`src/rtl/csm_pkg.sv`:
```
package csm_pkg;

  localparam int unsigned MinuteW  = 60;
  localparam int unsigned HourW    = 24;
  localparam int unsigned DayW     = 31;
  localparam int unsigned MonthW   = 12;
  localparam int unsigned WeekdayW = 7;
  localparam int unsigned CfgDataW = 60;

  localparam int unsigned InDataW  = 32;
  localparam int unsigned OutDataW = 8;

  // Shifted year: year plus a multiple of 400 (weekday-neutral), plus a
  // carry of -1, 0 or +1 from the month normalization.
  localparam int unsigned YW = 13;
  // Quotient of the shifted year by 4 and by 100.
  localparam int unsigned QW    = YW - 2;
  localparam int unsigned CentW = 6;
  // floor(q / 25) == (q * Recip25) >> Recip25Shift for every q below 1225.
  localparam int unsigned Recip25      = 1311;
  localparam int unsigned Recip25Shift = 15;
  localparam int unsigned ProdW        = QW + 11;
  // Weekday sum before the mod 7 fold.
  localparam int unsigned SumW = 15;

  typedef enum logic [2:0] {
    RegMinuteMask  = 3'd0,
    RegHourMask    = 3'd1,
    RegDayMask     = 3'd2,
    RegMonthMask   = 3'd3,
    RegWeekdayMask = 3'd4,
    RegDayAny      = 3'd5,
    RegWeekdayAny  = 3'd6
  } csm_reg_e;

  typedef struct packed {
    logic [MinuteW-1:0]  minute_mask;
    logic [HourW-1:0]    hour_mask;
    logic [DayW-1:0]     day_mask;
    logic [MonthW-1:0]   month_mask;
    logic [WeekdayW-1:0] weekday_mask;
    logic                day_any;
    logic                weekday_any;
  } csm_cfg_t;

  typedef struct packed {
    logic [11:0] year;
    logic [3:0]  month;
    logic [4:0]  day;
    logic [4:0]  hour;
    logic [5:0]  minute;
  } csm_time_t;

  typedef struct packed {
    logic [YW-1:0]    year_adj;
    logic [CentW-1:0] cent;
    logic [2:0]       month_off;
    logic [4:0]       day;
    logic             base_ok;
    logic             day_fit;
  } csm_mid_t;

  // Month offset of the weekday formula, indexed by the raw month code.
  // Month 0 is December of the year before; months 13 to 15 are January
  // to March of the year after.
  function automatic logic [2:0] month_offset(input logic [3:0] month);
    logic [2:0] off;
    case (month)
      4'd0:    off = 3'd4;
      4'd1:    off = 3'd0;
      4'd2:    off = 3'd3;
      4'd3:    off = 3'd2;
      4'd4:    off = 3'd5;
      4'd5:    off = 3'd0;
      4'd6:    off = 3'd3;
      4'd7:    off = 3'd5;
      4'd8:    off = 3'd1;
      4'd9:    off = 3'd4;
      4'd10:   off = 3'd6;
      4'd11:   off = 3'd2;
      4'd12:   off = 3'd4;
      4'd13:   off = 3'd0;
      4'd14:   off = 3'd3;
      default: off = 3'd2;
    endcase
    return off;
  endfunction

  // Year bias for the month code: 800 less one for January, February and
  // the December of the year before, 800 plus one for March of next year.
  function automatic logic [YW-1:0] year_bias(input logic [3:0] month);
    logic [YW-1:0] bias;
    if (month <= 4'd2) begin
      bias = YW'(799);
    end else if (month == 4'd15) begin
      bias = YW'(801);
    end else begin
      bias = YW'(800);
    end
    return bias;
  endfunction

endpackage

```
`src/rtl/csm_cfg_regs.sv`:
```
module csm_cfg_regs
  import csm_pkg::*;
(
  input  logic                clk_i,
  input  logic                rst_ni,
  input  logic                cfg_we_i,
  input  logic [2:0]          cfg_idx_i,
  input  logic [CfgDataW-1:0] cfg_wdata_i,
  output csm_cfg_t            cfg_o
);

  csm_cfg_t cfg_q, cfg_d;

  always_comb begin
    cfg_d = cfg_q;
    if (cfg_we_i) begin
      unique case (cfg_idx_i)
        RegMinuteMask:  cfg_d.minute_mask  = cfg_wdata_i[MinuteW-1:0];
        RegHourMask:    cfg_d.hour_mask    = cfg_wdata_i[HourW-1:0];
        RegDayMask:     cfg_d.day_mask     = cfg_wdata_i[DayW-1:0];
        RegMonthMask:   cfg_d.month_mask   = cfg_wdata_i[MonthW-1:0];
        RegWeekdayMask: cfg_d.weekday_mask = cfg_wdata_i[WeekdayW-1:0];
        RegDayAny:      cfg_d.day_any      = cfg_wdata_i[0];
        RegWeekdayAny:  cfg_d.weekday_any  = cfg_wdata_i[0];
        default:        cfg_d = cfg_q;
      endcase
    end
  end

  always_ff @(posedge clk_i or negedge rst_ni) begin
    if (!rst_ni) begin
      cfg_q <= '{minute_mask: '0, hour_mask: '0, day_mask: '0, month_mask: '0,
                 weekday_mask: '0, day_any: 1'b1, weekday_any: 1'b1};
    end else begin
      cfg_q <= cfg_d;
    end
  end

  assign cfg_o = cfg_q;

endmodule

```
`src/rtl/csm_input_stage.sv`:
```
module csm_input_stage
  import csm_pkg::*;
(
  input  logic               clk_i,
  input  logic               rst_ni,
  input  logic               valid_i,
  output logic               ready_o,
  input  logic [InDataW-1:0] data_i,
  output logic               valid_o,
  input  logic               ready_i,
  output csm_time_t          time_o
);

  logic      valid_q;
  csm_time_t time_q;

  assign ready_o = !valid_q || ready_i;

  always_ff @(posedge clk_i or negedge rst_ni) begin
    if (!rst_ni) begin
      valid_q <= 1'b0;
    end else if (ready_o) begin
      valid_q <= valid_i;
    end
  end

  always_ff @(posedge clk_i) begin
    if (ready_o && valid_i) begin
      time_q.year   <= data_i[11:0];
      time_q.month  <= data_i[15:12];
      time_q.day    <= data_i[20:16];
      time_q.hour   <= data_i[25:21];
      time_q.minute <= data_i[31:26];
    end
  end

  assign valid_o = valid_q;
  assign time_o  = time_q;

endmodule

```
`src/rtl/csm_field_stage.sv`:
```
module csm_field_stage
  import csm_pkg::*;
(
  input  logic      clk_i,
  input  logic      rst_ni,
  input  csm_cfg_t  cfg_i,
  input  logic      valid_i,
  output logic      ready_o,
  input  csm_time_t time_i,
  output logic      valid_o,
  input  logic      ready_i,
  output csm_mid_t  mid_o
);

  logic          valid_q;
  csm_mid_t      mid_q, mid_d;
  logic [QW-1:0] quad;
  logic [ProdW-1:0] prod;
  logic          masks_set;
  logic          minute_fit, hour_fit, month_fit;

  assign ready_o = !valid_q || ready_i;

  always_comb begin
    mid_d.year_adj  = YW'(time_i.year) + year_bias(time_i.month);
    quad            = mid_d.year_adj[YW-1:2];
    // Century count as floor(year / 4) / 25 by a reciprocal multiply.
    prod            = ProdW'(quad) * ProdW'(Recip25);
    mid_d.cent      = prod[Recip25Shift +: CentW];
    mid_d.month_off = month_offset(time_i.month);
    mid_d.day       = time_i.day;

    masks_set  = (cfg_i.minute_mask != '0) && (cfg_i.hour_mask != '0) &&
                 (cfg_i.day_mask != '0) && (cfg_i.month_mask != '0) &&
                 (cfg_i.weekday_mask != '0);
    minute_fit = (time_i.minute < 6'd60) && cfg_i.minute_mask[time_i.minute];
    hour_fit   = (time_i.hour < 5'd24) && cfg_i.hour_mask[time_i.hour];
    month_fit  = (time_i.month != 4'd0) && (time_i.month <= 4'd12) &&
                 cfg_i.month_mask[time_i.month - 4'd1];
    mid_d.base_ok = masks_set && minute_fit && hour_fit && month_fit;
    mid_d.day_fit = (time_i.day != 5'd0) && cfg_i.day_mask[time_i.day - 5'd1];
  end

  always_ff @(posedge clk_i or negedge rst_ni) begin
    if (!rst_ni) begin
      valid_q <= 1'b0;
    end else if (ready_o) begin
      valid_q <= valid_i;
    end
  end

  always_ff @(posedge clk_i) begin
    if (ready_o && valid_i) begin
      mid_q <= mid_d;
    end
  end

  assign valid_o = valid_q;
  assign mid_o   = mid_q;

endmodule

```
`src/rtl/csm_weekday_stage.sv`:
```
module csm_weekday_stage
  import csm_pkg::*;
(
  input  logic                clk_i,
  input  logic                rst_ni,
  input  csm_cfg_t            cfg_i,
  input  logic                valid_i,
  output logic                ready_o,
  input  csm_mid_t            mid_i,
  output logic                valid_o,
  input  logic                ready_i,
  output logic [OutDataW-1:0] data_o
);

  logic            valid_q;
  logic            matched_q, matched_d;
  logic [2:0]      weekday_q, weekday_d;
  logic [SumW-1:0] sum;
  logic [5:0]      fold1;
  logic [3:0]      fold2;
  logic            wday_fit;

  assign ready_o = !valid_q || ready_i;

  always_comb begin
    sum = SumW'(mid_i.year_adj) + SumW'(mid_i.year_adj[YW-1:2]) +
          SumW'(mid_i.cent[CentW-1:2]) + SumW'(mid_i.month_off) +
          SumW'(mid_i.day) - SumW'(mid_i.cent);
    // Since 8 is 1 modulo 7, summing octal digits keeps the residue.
    fold1 = 6'(sum[2:0]) + 6'(sum[5:3]) + 6'(sum[8:6]) + 6'(sum[11:9]) +
            6'(sum[14:12]);
    fold2 = 4'(fold1[2:0]) + 4'(fold1[5:3]);
    weekday_d = (fold2 >= 4'd7) ? 3'(fold2 - 4'd7) : fold2[2:0];

    wday_fit = cfg_i.weekday_mask[weekday_d];
    if (cfg_i.day_any && cfg_i.weekday_any) begin
      matched_d = mid_i.base_ok;
    end else if (!cfg_i.day_any && !cfg_i.weekday_any) begin
      matched_d = mid_i.base_ok && (mid_i.day_fit || wday_fit);
    end else begin
      matched_d = mid_i.base_ok && mid_i.day_fit && wday_fit;
    end
  end

  always_ff @(posedge clk_i or negedge rst_ni) begin
    if (!rst_ni) begin
      valid_q <= 1'b0;
    end else if (ready_o) begin
      valid_q <= valid_i;
    end
  end

  always_ff @(posedge clk_i) begin
    if (ready_o && valid_i) begin
      matched_q <= matched_d;
      weekday_q <= weekday_d;
    end
  end

  assign valid_o = valid_q;
  assign data_o  = {(OutDataW - 4)'(0), weekday_q, matched_q};

endmodule

```
`src/rtl/cron_schedule_match_core.sv`:
```
// Cron schedule matcher. Each input beat carries one calendar time and
// produces exactly one output beat that says whether the time fits the
// schedule held in the configuration registers, together with the computed
// day of week (0 is Sunday), which is given whatever the match result. The
// block is a three-stage pipeline: an input register, a field stage that
// checks the minute, hour, month and day masks and forms the century count
// with one small constant multiply, and a result stage that reduces the
// weekday sum modulo 7 and applies the cron day/weekday rule. It takes one
// beat per clock cycle. An accepted beat moves through the input, field
// and result registers in turn, and output valid rises as it enters the
// last of them. The rate is set by the ready chain through the three stage
// registers, which only holds off input while the output is stalled.
// Configuration must be written only while the pipeline is empty. After
// reset all masks are zero, so nothing matches until they are written.
module cron_schedule_match_core
  import csm_pkg::*;
(
  input  logic                clk_i,
  input  logic                rst_ni,

  // Configuration write port; index follows the register list.
  input  logic                cfg_we_i,
  input  logic [2:0]          cfg_idx_i,
  input  logic [CfgDataW-1:0] cfg_wdata_i,

  input  logic                s_axis_tvalid_i,
  output logic                s_axis_tready_o,
  // Fields from bit 0 up: year[11:0], month[15:12], day[20:16],
  // hour[25:21], minute[31:26].
  input  logic [InDataW-1:0]  s_axis_tdata_i,

  output logic                m_axis_tvalid_o,
  input  logic                m_axis_tready_i,
  // Fields from bit 0 up: matched[0], weekday[3:1], zero padding[7:4].
  output logic [OutDataW-1:0] m_axis_tdata_o
);

  csm_cfg_t  cfg;
  csm_time_t in_time;
  csm_mid_t  mid;
  logic      a_valid, a_ready;
  logic      b_valid, b_ready;

  // The user must keep the registers static while beats are in flight; the
  // block does not enforce it. Both compute stages read them directly.
  csm_cfg_regs u_cfg (
    .clk_i       (clk_i),
    .rst_ni      (rst_ni),
    .cfg_we_i    (cfg_we_i),
    .cfg_idx_i   (cfg_idx_i),
    .cfg_wdata_i (cfg_wdata_i),
    .cfg_o       (cfg)
  );

  // Stage A captures the raw beat and unpacks its fields.
  csm_input_stage u_in (
    .clk_i   (clk_i),
    .rst_ni  (rst_ni),
    .valid_i (s_axis_tvalid_i),
    .ready_o (s_axis_tready_o),
    .data_i  (s_axis_tdata_i),
    .valid_o (a_valid),
    .ready_i (a_ready),
    .time_o  (in_time)
  );

  // Stage B evaluates the per-field masks and the year terms of the
  // weekday formula.
  csm_field_stage u_field (
    .clk_i   (clk_i),
    .rst_ni  (rst_ni),
    .cfg_i   (cfg),
    .valid_i (a_valid),
    .ready_o (a_ready),
    .time_i  (in_time),
    .valid_o (b_valid),
    .ready_i (b_ready),
    .mid_o   (mid)
  );

  // Stage C finishes the weekday and combines the day rules; its register
  // is the output register.
  csm_weekday_stage u_wday (
    .clk_i   (clk_i),
    .rst_ni  (rst_ni),
    .cfg_i   (cfg),
    .valid_i (b_valid),
    .ready_o (b_ready),
    .mid_i   (mid),
    .valid_o (m_axis_tvalid_o),
    .ready_i (m_axis_tready_i),
    .data_o  (m_axis_tdata_o)
  );

endmodule

```
`config.mk`:
```
export PLATFORM = sky130hd
export DESIGN_NAME = cron_schedule_match_core
export DESIGN_NICKNAME = d
export VERILOG_FILES = /design/src/rtl/csm_pkg.sv /design/src/rtl/csm_cfg_regs.sv /design/src/rtl/csm_input_stage.sv /design/src/rtl/csm_field_stage.sv /design/src/rtl/csm_weekday_stage.sv /design/src/rtl/cron_schedule_match_core.sv
export SDC_FILE = /design/constraint.sdc
export NUM_CORES = 1
export LEC_CHECK = 0
export BUFFER_PORTS_ARGS = -buffer_cell sky130_fd_sc_hd__buf_2
export CORE_ASPECT_RATIO = 0.75
export CORE_MARGIN = 10
export CORE_UTILIZATION = 55
export CTS_BUF_LIST = sky130_fd_sc_hd__clkbuf_8 sky130_fd_sc_hd__clkbuf_16
export DETAILED_ROUTE_END_ITERATION = 7
export GPL_TIMING_DRIVEN = 0
export PLACE_DENSITY = 0.82
export SYNTH_ARGS = -nofsm -noshare
export SYNTH_HDL_FRONTEND = slang
export SYNTH_HIERARCHICAL = 1
export SYNTH_SLANG_ARGS = --single-unit
```
`constraint.sdc`:
```
create_clock -name clk_i -period 9.5 [get_ports clk_i]
set_clock_uncertainty 0.15 [all_clocks]
set_input_delay 0.475 -clock clk_i [delete_from_list [all_inputs] [get_ports clk_i]]
set_output_delay 0.475 -clock clk_i [all_outputs]
set_load 0.01 [all_outputs]
```
==> metrics.md, run 1 <==
| Metric | Value |
|---|---|
| CTS max path bufs | `3` |
| Post-synth ARST share | `approximately 68%` |
| Mean area per synthesized cell | `12.82 sq um` |
| Diodes inserted | `0` |
| Synth top cells by count | `inv_1, ha_1, dfrtp_1, mux2_2, edfxtp_1` |
| DR WL/cell | `19.87 um` |
| HP Class | `in2reg` |
| CP Data Arrival Time | `8.44 ns` |
| CTS tree | `built` |
| Worst hold start | `s_axis_tdata_i[10]` |
| Worst setup margin | `1.159 ns` |
| Hpwl dp | `~24000 um` |
| Slew HR | `32.75%` |
| Pre-CTS setup slack | `1.254 ns` |
| Dominant cell type by area after synthesis | `dfrtp_1` |
| Hold Slack | `around 0.0099 ns` |
| Routed Antenna Nets | `0` |
| CP Max Fanout | `5` |
| DRC Markers | `0` |
| Register area share after synthesis | `39.48%` |
| Worst-skew pair later-pin latency | `approximately 0.5 ns` |
| Setup TNS | `0 ns` |
| Yosys reg bits | `204` |
| TritonCTS Sinks | `204` |
| Slowest stage cell, crit path | `fa_1` |
| Std-Cell Rows | `50` |
| Ys flop type | `dfrtp_1` |
| Max-slew violations | `0` |
| Initial antenna violation count | `0` |
| Post-CTS resize count | `0` |
| Die X-Extent | `202.6 um` |
| Final RePlAce weighted congestion | `between 0.8 and 0.9` |
| Drt via density | `around 5.7` |
| Iter 0 DRT Violations | `643` |
| Gate Count Post-Synth | `1073` |
| First-pass GRT wire length | `50860 um` |
| Netlist Area Pre-Place | `13760 sq um` |
| Final worst path period need | `8.341 ns` |
| R2r worst-path depth | `28` |
| FMAX | `approximately 120 MHz` |
| Root Buffer | `clkbuf_16` |
| Fin crit share | `about 88%` |
| # setup viols final | `0` |
| # H-tree levels | `1` |
| CTS Buf Count | `21` |
| Hold Path End | `u_in/time_o[30]$_DFFE_PP_` |
| Slew @ Worst Pin | `between 1 and 1.5 ns` |
| Critical Path Max Stage Delay | `0.56 ns` |
| Vias | `9047` |
| Port bufs | `105` |
| Core Area | `24770 sq um` |
| Nets | `1527` |
| WS Path Type | `reg2reg` |
| Largest cells by area after synthesis | `dfrtp_1, edfxtp_1, ha_1` |
| Start of the worst register-to-register path | `u_field/mid_o[13]$_DFFE_PP_` |
| I/O pin total | `110` |
| Post-synth EDFFs | `65` |
| Buf+Inv Stages, Crit Path | `5` |
| Outcome | `complete, no violations` |
| Area grow syn2layout | `13.89%` |
| Hold Vio Cnt, Final | `0` |
| Starting Density | `55.54%` |
| 1st-pass router iterations | `4` |
| Worst path required time | `about 9.6 ns` |
| Layout cells sized above 1 | `27.87%` |
| Drt total wl | `31450 um` |
| Max_cap viols | `0` |
| Fill cells | `1851` |
| CP top delay family | `adder cells` |
| Die area | `31810 sq um` |
| Worst setup SP type | `flip-flop` |
| Cell variety after synth | `73` |
| Most numerous cell in the Yosys netlist | `inv_1` |
| CP Capture Type | `flip-flop` |
| Clock transition at the registers of the reported paths | `0.07 ns` |
| Vias in the first global route | `~9500` |
| Syn. warnings | `6` |
| WHS Path Cells | `1` |
| Pin count of the biggest net entering global routing | `94` |
| Reg2reg setup slack | `1.16 ns` |
| Die Height | `157.0 um` |
| R2R Path End | `u_wday/matched_q$_DFFE_PP_` |
| Final core utilization | `a little over three fifths` |
| GR Overflow Total | `0` |
| Setup Fix Bufs, Post-CTS | `0` |
| GRT Total Usage | `19.82%` |
| Most frequent CP cell | `fa_1` |
| RSZ-0062 raised after global routing | `no` |
| Area share of the largest cell type after synthesis | `24.92%` |
[kinds of logic (layout without fill, tap and decap cells)]
group | after synthesis | count (layout) | share of synthesized area (%)
xor gates and xnor gates | 48 | 48 | 3.383
adders and majority gates | 197 | 197 | 20.91
other | 1 | 4 | 0.02725
DFF | 204 | 204 | 39.48
and+or+nand+nor | 151 | 151 | 6.311
buffers and inverters | 175 | 344 | 5.720
AOI/OAI and AO/OA | 113 | 113 | 5.692
muxes | 184 | 184 | 18.47
[stage by stage]
stage                     instance area [sq um]  cells
after global routing                      15670   1583
after global placement                    14720   1519
after floorplan                           13770   1076
after CTS                                 15660   1582
after detailed placement                  14750   1520
final                                     15670   1583
[routing by layer]
metal / routed length (um) / GRT usage (%) / share of wire [%] / vias to the layer above
li1: - / - / - / 4184
met5: 0 / 0 / 0 / -
met1: 14670 / 28.38 / 47 / 4510
met2: 13910 / 30.39 / 44 / 303
met4: 507 / 4.111 / 1.6 / 0
met3: 2362 / 4.437 / 7.5 / 50
[worst register-to-register path, delay by kind of cell (launching register included)]
kind | cells | cell delay [ns]
AND/OR/NAND/NOR | 3 | 0.39
buffers and inverters | 5 | 0.34
multiplexers | 1 | 0.33
flip-flops | 1 | 0.43
AO/OA/AOI/OAI | 6 | 1.30
adder cells (fa/ha/maj) | 11 | 4.71
XOR/XNOR | 2 | 0.43
[repair_timing]
action                                  in CTS  in global routing
hold buffers                                24                  1
hold endpoints to repair                    69                  1
endpoints found under the setup margin       0                  0
[how the worst max path moves through the flow]
stage,startpoint,end,slack (ns),cells past startpoint
3_5_place_dp,u_in/time_o[16]$_DFFE_PP_,u_field/mid_o[15]$_DFFE_PP_,1.25,31
6_report,u_field/mid_o[13]$_DFFE_PP_,u_wday/matched_q$_DFFE_PP_,1.16,28
5_1_grt,u_field/mid_o[13]$_DFFE_PP_,u_wday/matched_q$_DFFE_PP_,0.65,28
4_1_cts,u_field/mid_o[13]$_DFFE_PP_,u_wday/matched_q$_DFFE_PP_,1.15,28
2_1_floorplan,u_field/mid_o[13]$_DFFE_PP_,u_wday/matched_q$_DFFE_PP_,1.78,28
3_3_place_gp,u_in/time_o[16]$_DFFE_PP_,u_field/mid_o[15]$_DFFE_PP_,1.37,31
[flip-flops by register name (all words and copies together) (netlist names)]
signal and cells:
u_cfg/cfg_o 136, u_field/mid_o 29, u_field/valid_o 1, u_in/time_o 32, u_in/valid_o 1, u_wday/matched_q 1, u_wday/valid_o 1, u_wday/weekday_q 3
[placed cells by master, fill, tap and decap left out, types with 5 or more instances in the layout]
master and instances:
inv_1 144, ha_1 142, dfrtp_1 137, mux2_2 126
buf_2 113, edfxtp_1 65, fa_1 55, nor4_1 33
a21oi_1 26, xnor2_1 26, dlygate4sd3_1 25, nand2_1 25
clkbuf_16 23, nor2_1 23, mux4_2 22, xor2_1 19
a21o_1 16, nor3_1 13, mux4_1 13, buf_6 12
o21ai_0 12, nand3_1 12, mux2_4 10, o21ai_1 9
mux2i_1 9, a22oi_1 8, nor2b_1 7, nand4_1 7
a211oi_1 6, nand2b_1 6, clkinv_2 5, buf_4 5
[cell type report]
| cell class | instances | area, sq um | area share, % |
|---|---|---|---|
| tap | 338 | 422.9 | 2.699 |
| clock buffer | 23 | 575.6 | 3.673 |
| sequential | 204 | 5433 | 34.67 |
| multi-input combinational | 697 | 7552 | 48.19 |
| timing repair buffer | 131 | 809.5 | 5.166 |
| clock inverter | 15 | 91.34 | 0.5828 |
| inverter | 144 | 540.5 | 3.449 |
| buffer | 31 | 246.5 | 1.573 |
Power of run 1 is not shown: default switching activity piles up to over one toggle a cycle in this logic, so the estimate is an artifact.
==> run 2, diff against run 1 <==
--- a/config.mk
+++ b/config.mk
@@ -10,6 +10,7 @@
 export CORE_MARGIN = 10
 export CORE_UTILIZATION = 55
 export CTS_BUF_LIST = sky130_fd_sc_hd__clkbuf_8 sky130_fd_sc_hd__clkbuf_16
+export CTS_CLUSTER_DIAMETER = 100
 export DETAILED_ROUTE_END_ITERATION = 7
 export GPL_TIMING_DRIVEN = 0
 export PLACE_DENSITY = 0.82
==> constraint.sdc (replaced) <==
create_clock -name clk_i -period 10.2 [get_ports clk_i]
set_clock_uncertainty 0.15 [all_clocks]
set_input_delay 0.51 -clock clk_i [delete_from_list [all_inputs] [get_ports clk_i]]
set_output_delay 0.51 -clock clk_i [all_outputs]
set_load 0.01 [all_outputs]
==> run 2 against run 1 <==
  * Core utilization is 0.97 points lower
  * Design area is 1.5% lower
  * Sequential cell count is the same
  * Global-route usage decreased by 0.23 points
  * Maximum frequency shrank 0.20%
==> metrics.md, run 2 (synthesized netlist as in run 1, its figures left out) <==
| Metric | Value |
|---|---|
| Post-CTS resize count | `0` |
| Diodes inserted | `0` |
| Port bufs | `105` |
| DRC Markers | `0` |
| Routed Antenna Nets | `0` |
| Drt via density | `about 5.8` |
| Hpwl dp | `23940 um` |
| Fill cells | `1881` |
| Nets | `approximately 1500` |
| Hold Path End | `u_in/time_o[9]$_DFFE_PP_` |
| Die Height | `157.0 um` |
| Vias in the first global route | `9385` |
| Root Buffer | `clkbuf_16` |
| 1st-pass router iterations | `5` |
| Vias | `8996` |
| # setup viols final | `0` |
| Outcome | `complete, no violations` |
| CP Data Arrival Time | `~8.5 ns` |
| R2R Path End | `u_wday/matched_q$_DFFE_PP_` |
| Hold Vio Cnt, Final | `0` |
| Iter 0 DRT Violations | `676` |
| Max-slew violations | `0` |
| Slowest stage cell, crit path | `fa_1` |
| Layout cells sized above 1 | `28.42%` |
| Multi-input gate area | `7552 sq um` |
| R2r worst-path depth | `28` |
| First-pass GRT wire length | `50190 um` |
| Worst-skew pair later-pin latency | `between 0.5 and 0.6 ns` |
| Initial antenna violation count | `0` |
| Die X-Extent | `slightly above 200 um` |
| CP top delay family | `adder cells` |
| GR Overflow Total | `0` |
| RSZ-0062 raised after global routing | `no` |
| Drt total wl | `between 30000 and 40000 um` |
| Final RePlAce weighted congestion | `0.8626` |
| Commonest non-fill, non-tap cell in the layout | `inv_1` |
| CTS max path bufs | `3` |
| Area grow syn2layout | `12.15%` |
| Pin count of the biggest net entering global routing | `94` |
| Final instance area | `15430 sq um` |
| Most frequent CP cell | `fa_1` |
| Buf+Inv Stages, Crit Path | `5` |
| # H-tree levels | `1` |
| Reg2reg setup slack | `about 1.8 ns` |
| Slew HR | `32.33%` |
| Slew @ Worst Pin | `1.015 ns` |
| Worst setup SP type | `flip-flop` |
| Most frequent cells in the layout | `inv_1, ha_1, dfrtp_1, mux2_2, buf_2` |
| Setup TNS | `0 ns` |
| FMAX | `119.7 MHz` |
| Placed Area | `14750 sq um` |
| CP Max Fanout | `5` |
| WHS Path Cells | `1` |
| DP Cell Count | `1520` |
| GRT Total Usage | `19.59%` |
| Fin cells | `between 1500 and 2000` |
| CTS Buf Count | `21` |
| Std-Cell Rows | `50` |
| TritonCTS Sinks | `204` |
| Sequential cell area | `about 5400 sq um` |
| I/O pin total | `110` |
| Max reg flops | `approximately 140` |
| Core Area | `24770 sq um` |
| Final worst path period need | `8.358 ns` |
| Fin crit share | `about four fifths` |
| Start of the worst register-to-register path | `u_field/mid_o[13]$_DFFE_PP_` |
| Worst hold start | `s_axis_tdata_i[24]` |
| Die area | `31810 sq um` |
| WS Path Type | `reg2reg` |
| Starting Density | `a little under three fifths` |
| CP Capture Type | `flip-flop` |
| Critical Path Max Stage Delay | `0.56 ns` |
| DR WL/cell | `19.87 um` |
| HP Class | `in2reg` |
| Worst path required time | `a little over 10 ns` |
| CP Depth | `28` |
| Max_cap viols | `0` |
| CTS tree | `built` |
| Hold Slack | `0.02064 ns` |
| Clock transition at the registers of the reported paths | `0.07 ns` |
run 2: stage by stage:
| step | utilization, % | worst slack, ns |
|---|---|---|
| after floorplan | - | 2.475 |
| after global placement | 59.41 | 2.066 |
| after detailed placement | 59.55 | 1.954 |
| after CTS | 62.28 | 1.851 |
| after global routing | 62.29 | 1.352 |
| final | 62.29 | 1.842 |
run 2: layout make-up:
| cell class | count | area share, % |
|---|---|---|
| plain buffers | 31 | 1.597 |
| clock buffers | 23 | 3.730 |
| clock inverters | 15 | 0.5919 |
| inverters | 144 | 3.503 |
| multi-input cells | 697 | 48.94 |
| flip-flops and latches | 204 | 35.21 |
| well taps | 338 | 2.741 |
| repair buffers | 107 | 3.689 |
run 2: worst max path at each step:
stage | from | endpoint | slack (ns)
3_5_place_dp | u_in/time_o[16]$_DFFE_PP_ | u_field/mid_o[15]$_DFFE_PP_ | 1.95
3_3_place_gp | u_in/time_o[16]$_DFFE_PP_ | u_field/mid_o[15]$_DFFE_PP_ | 2.07
4_1_cts | u_field/mid_o[13]$_DFFE_PP_ | u_wday/matched_q$_DFFE_PP_ | 1.85
6_report | u_field/mid_o[13]$_DFFE_PP_ | u_wday/matched_q$_DFFE_PP_ | 1.84
5_1_grt | u_field/mid_o[13]$_DFFE_PP_ | u_wday/matched_q$_DFFE_PP_ | 1.35
2_1_floorplan | u_field/mid_o[13]$_DFFE_PP_ | u_wday/matched_q$_DFFE_PP_ | 2.48
run 2: worst reg2reg max path: cells and delay by family (launching register included):
| family | cells | cell delay, ns |
|---|---|---|
| flip-flops | 1 | 0.43 |
| AND/OR/NAND/NOR | 3 | 0.40 |
| buffers and inverters | 5 | 0.34 |
| AO/OA/AOI/OAI | 6 | 1.31 |
| multiplexers | 1 | 0.33 |
| XOR/XNOR | 2 | 0.43 |
| adder cells (fa/ha/maj) | 11 | 4.70 |
run 2: timing repair:
action,CTS,global route
hold buffers,1,0
endpoints found under the setup margin,0,0
setup buffers,0,0
endpoints found under the hold margin,46,0
run 2: metal layers:
layer	track usage (%)	share of wire, %	vias to the layer above
met1	28.24	46	4495
met4	3.863	1.8	0
met5	0	0	-
met3	4.478	8.0	52
met2	29.82	44	312
li1	-	-	4137
Power of run 2 is left out for the same reason.
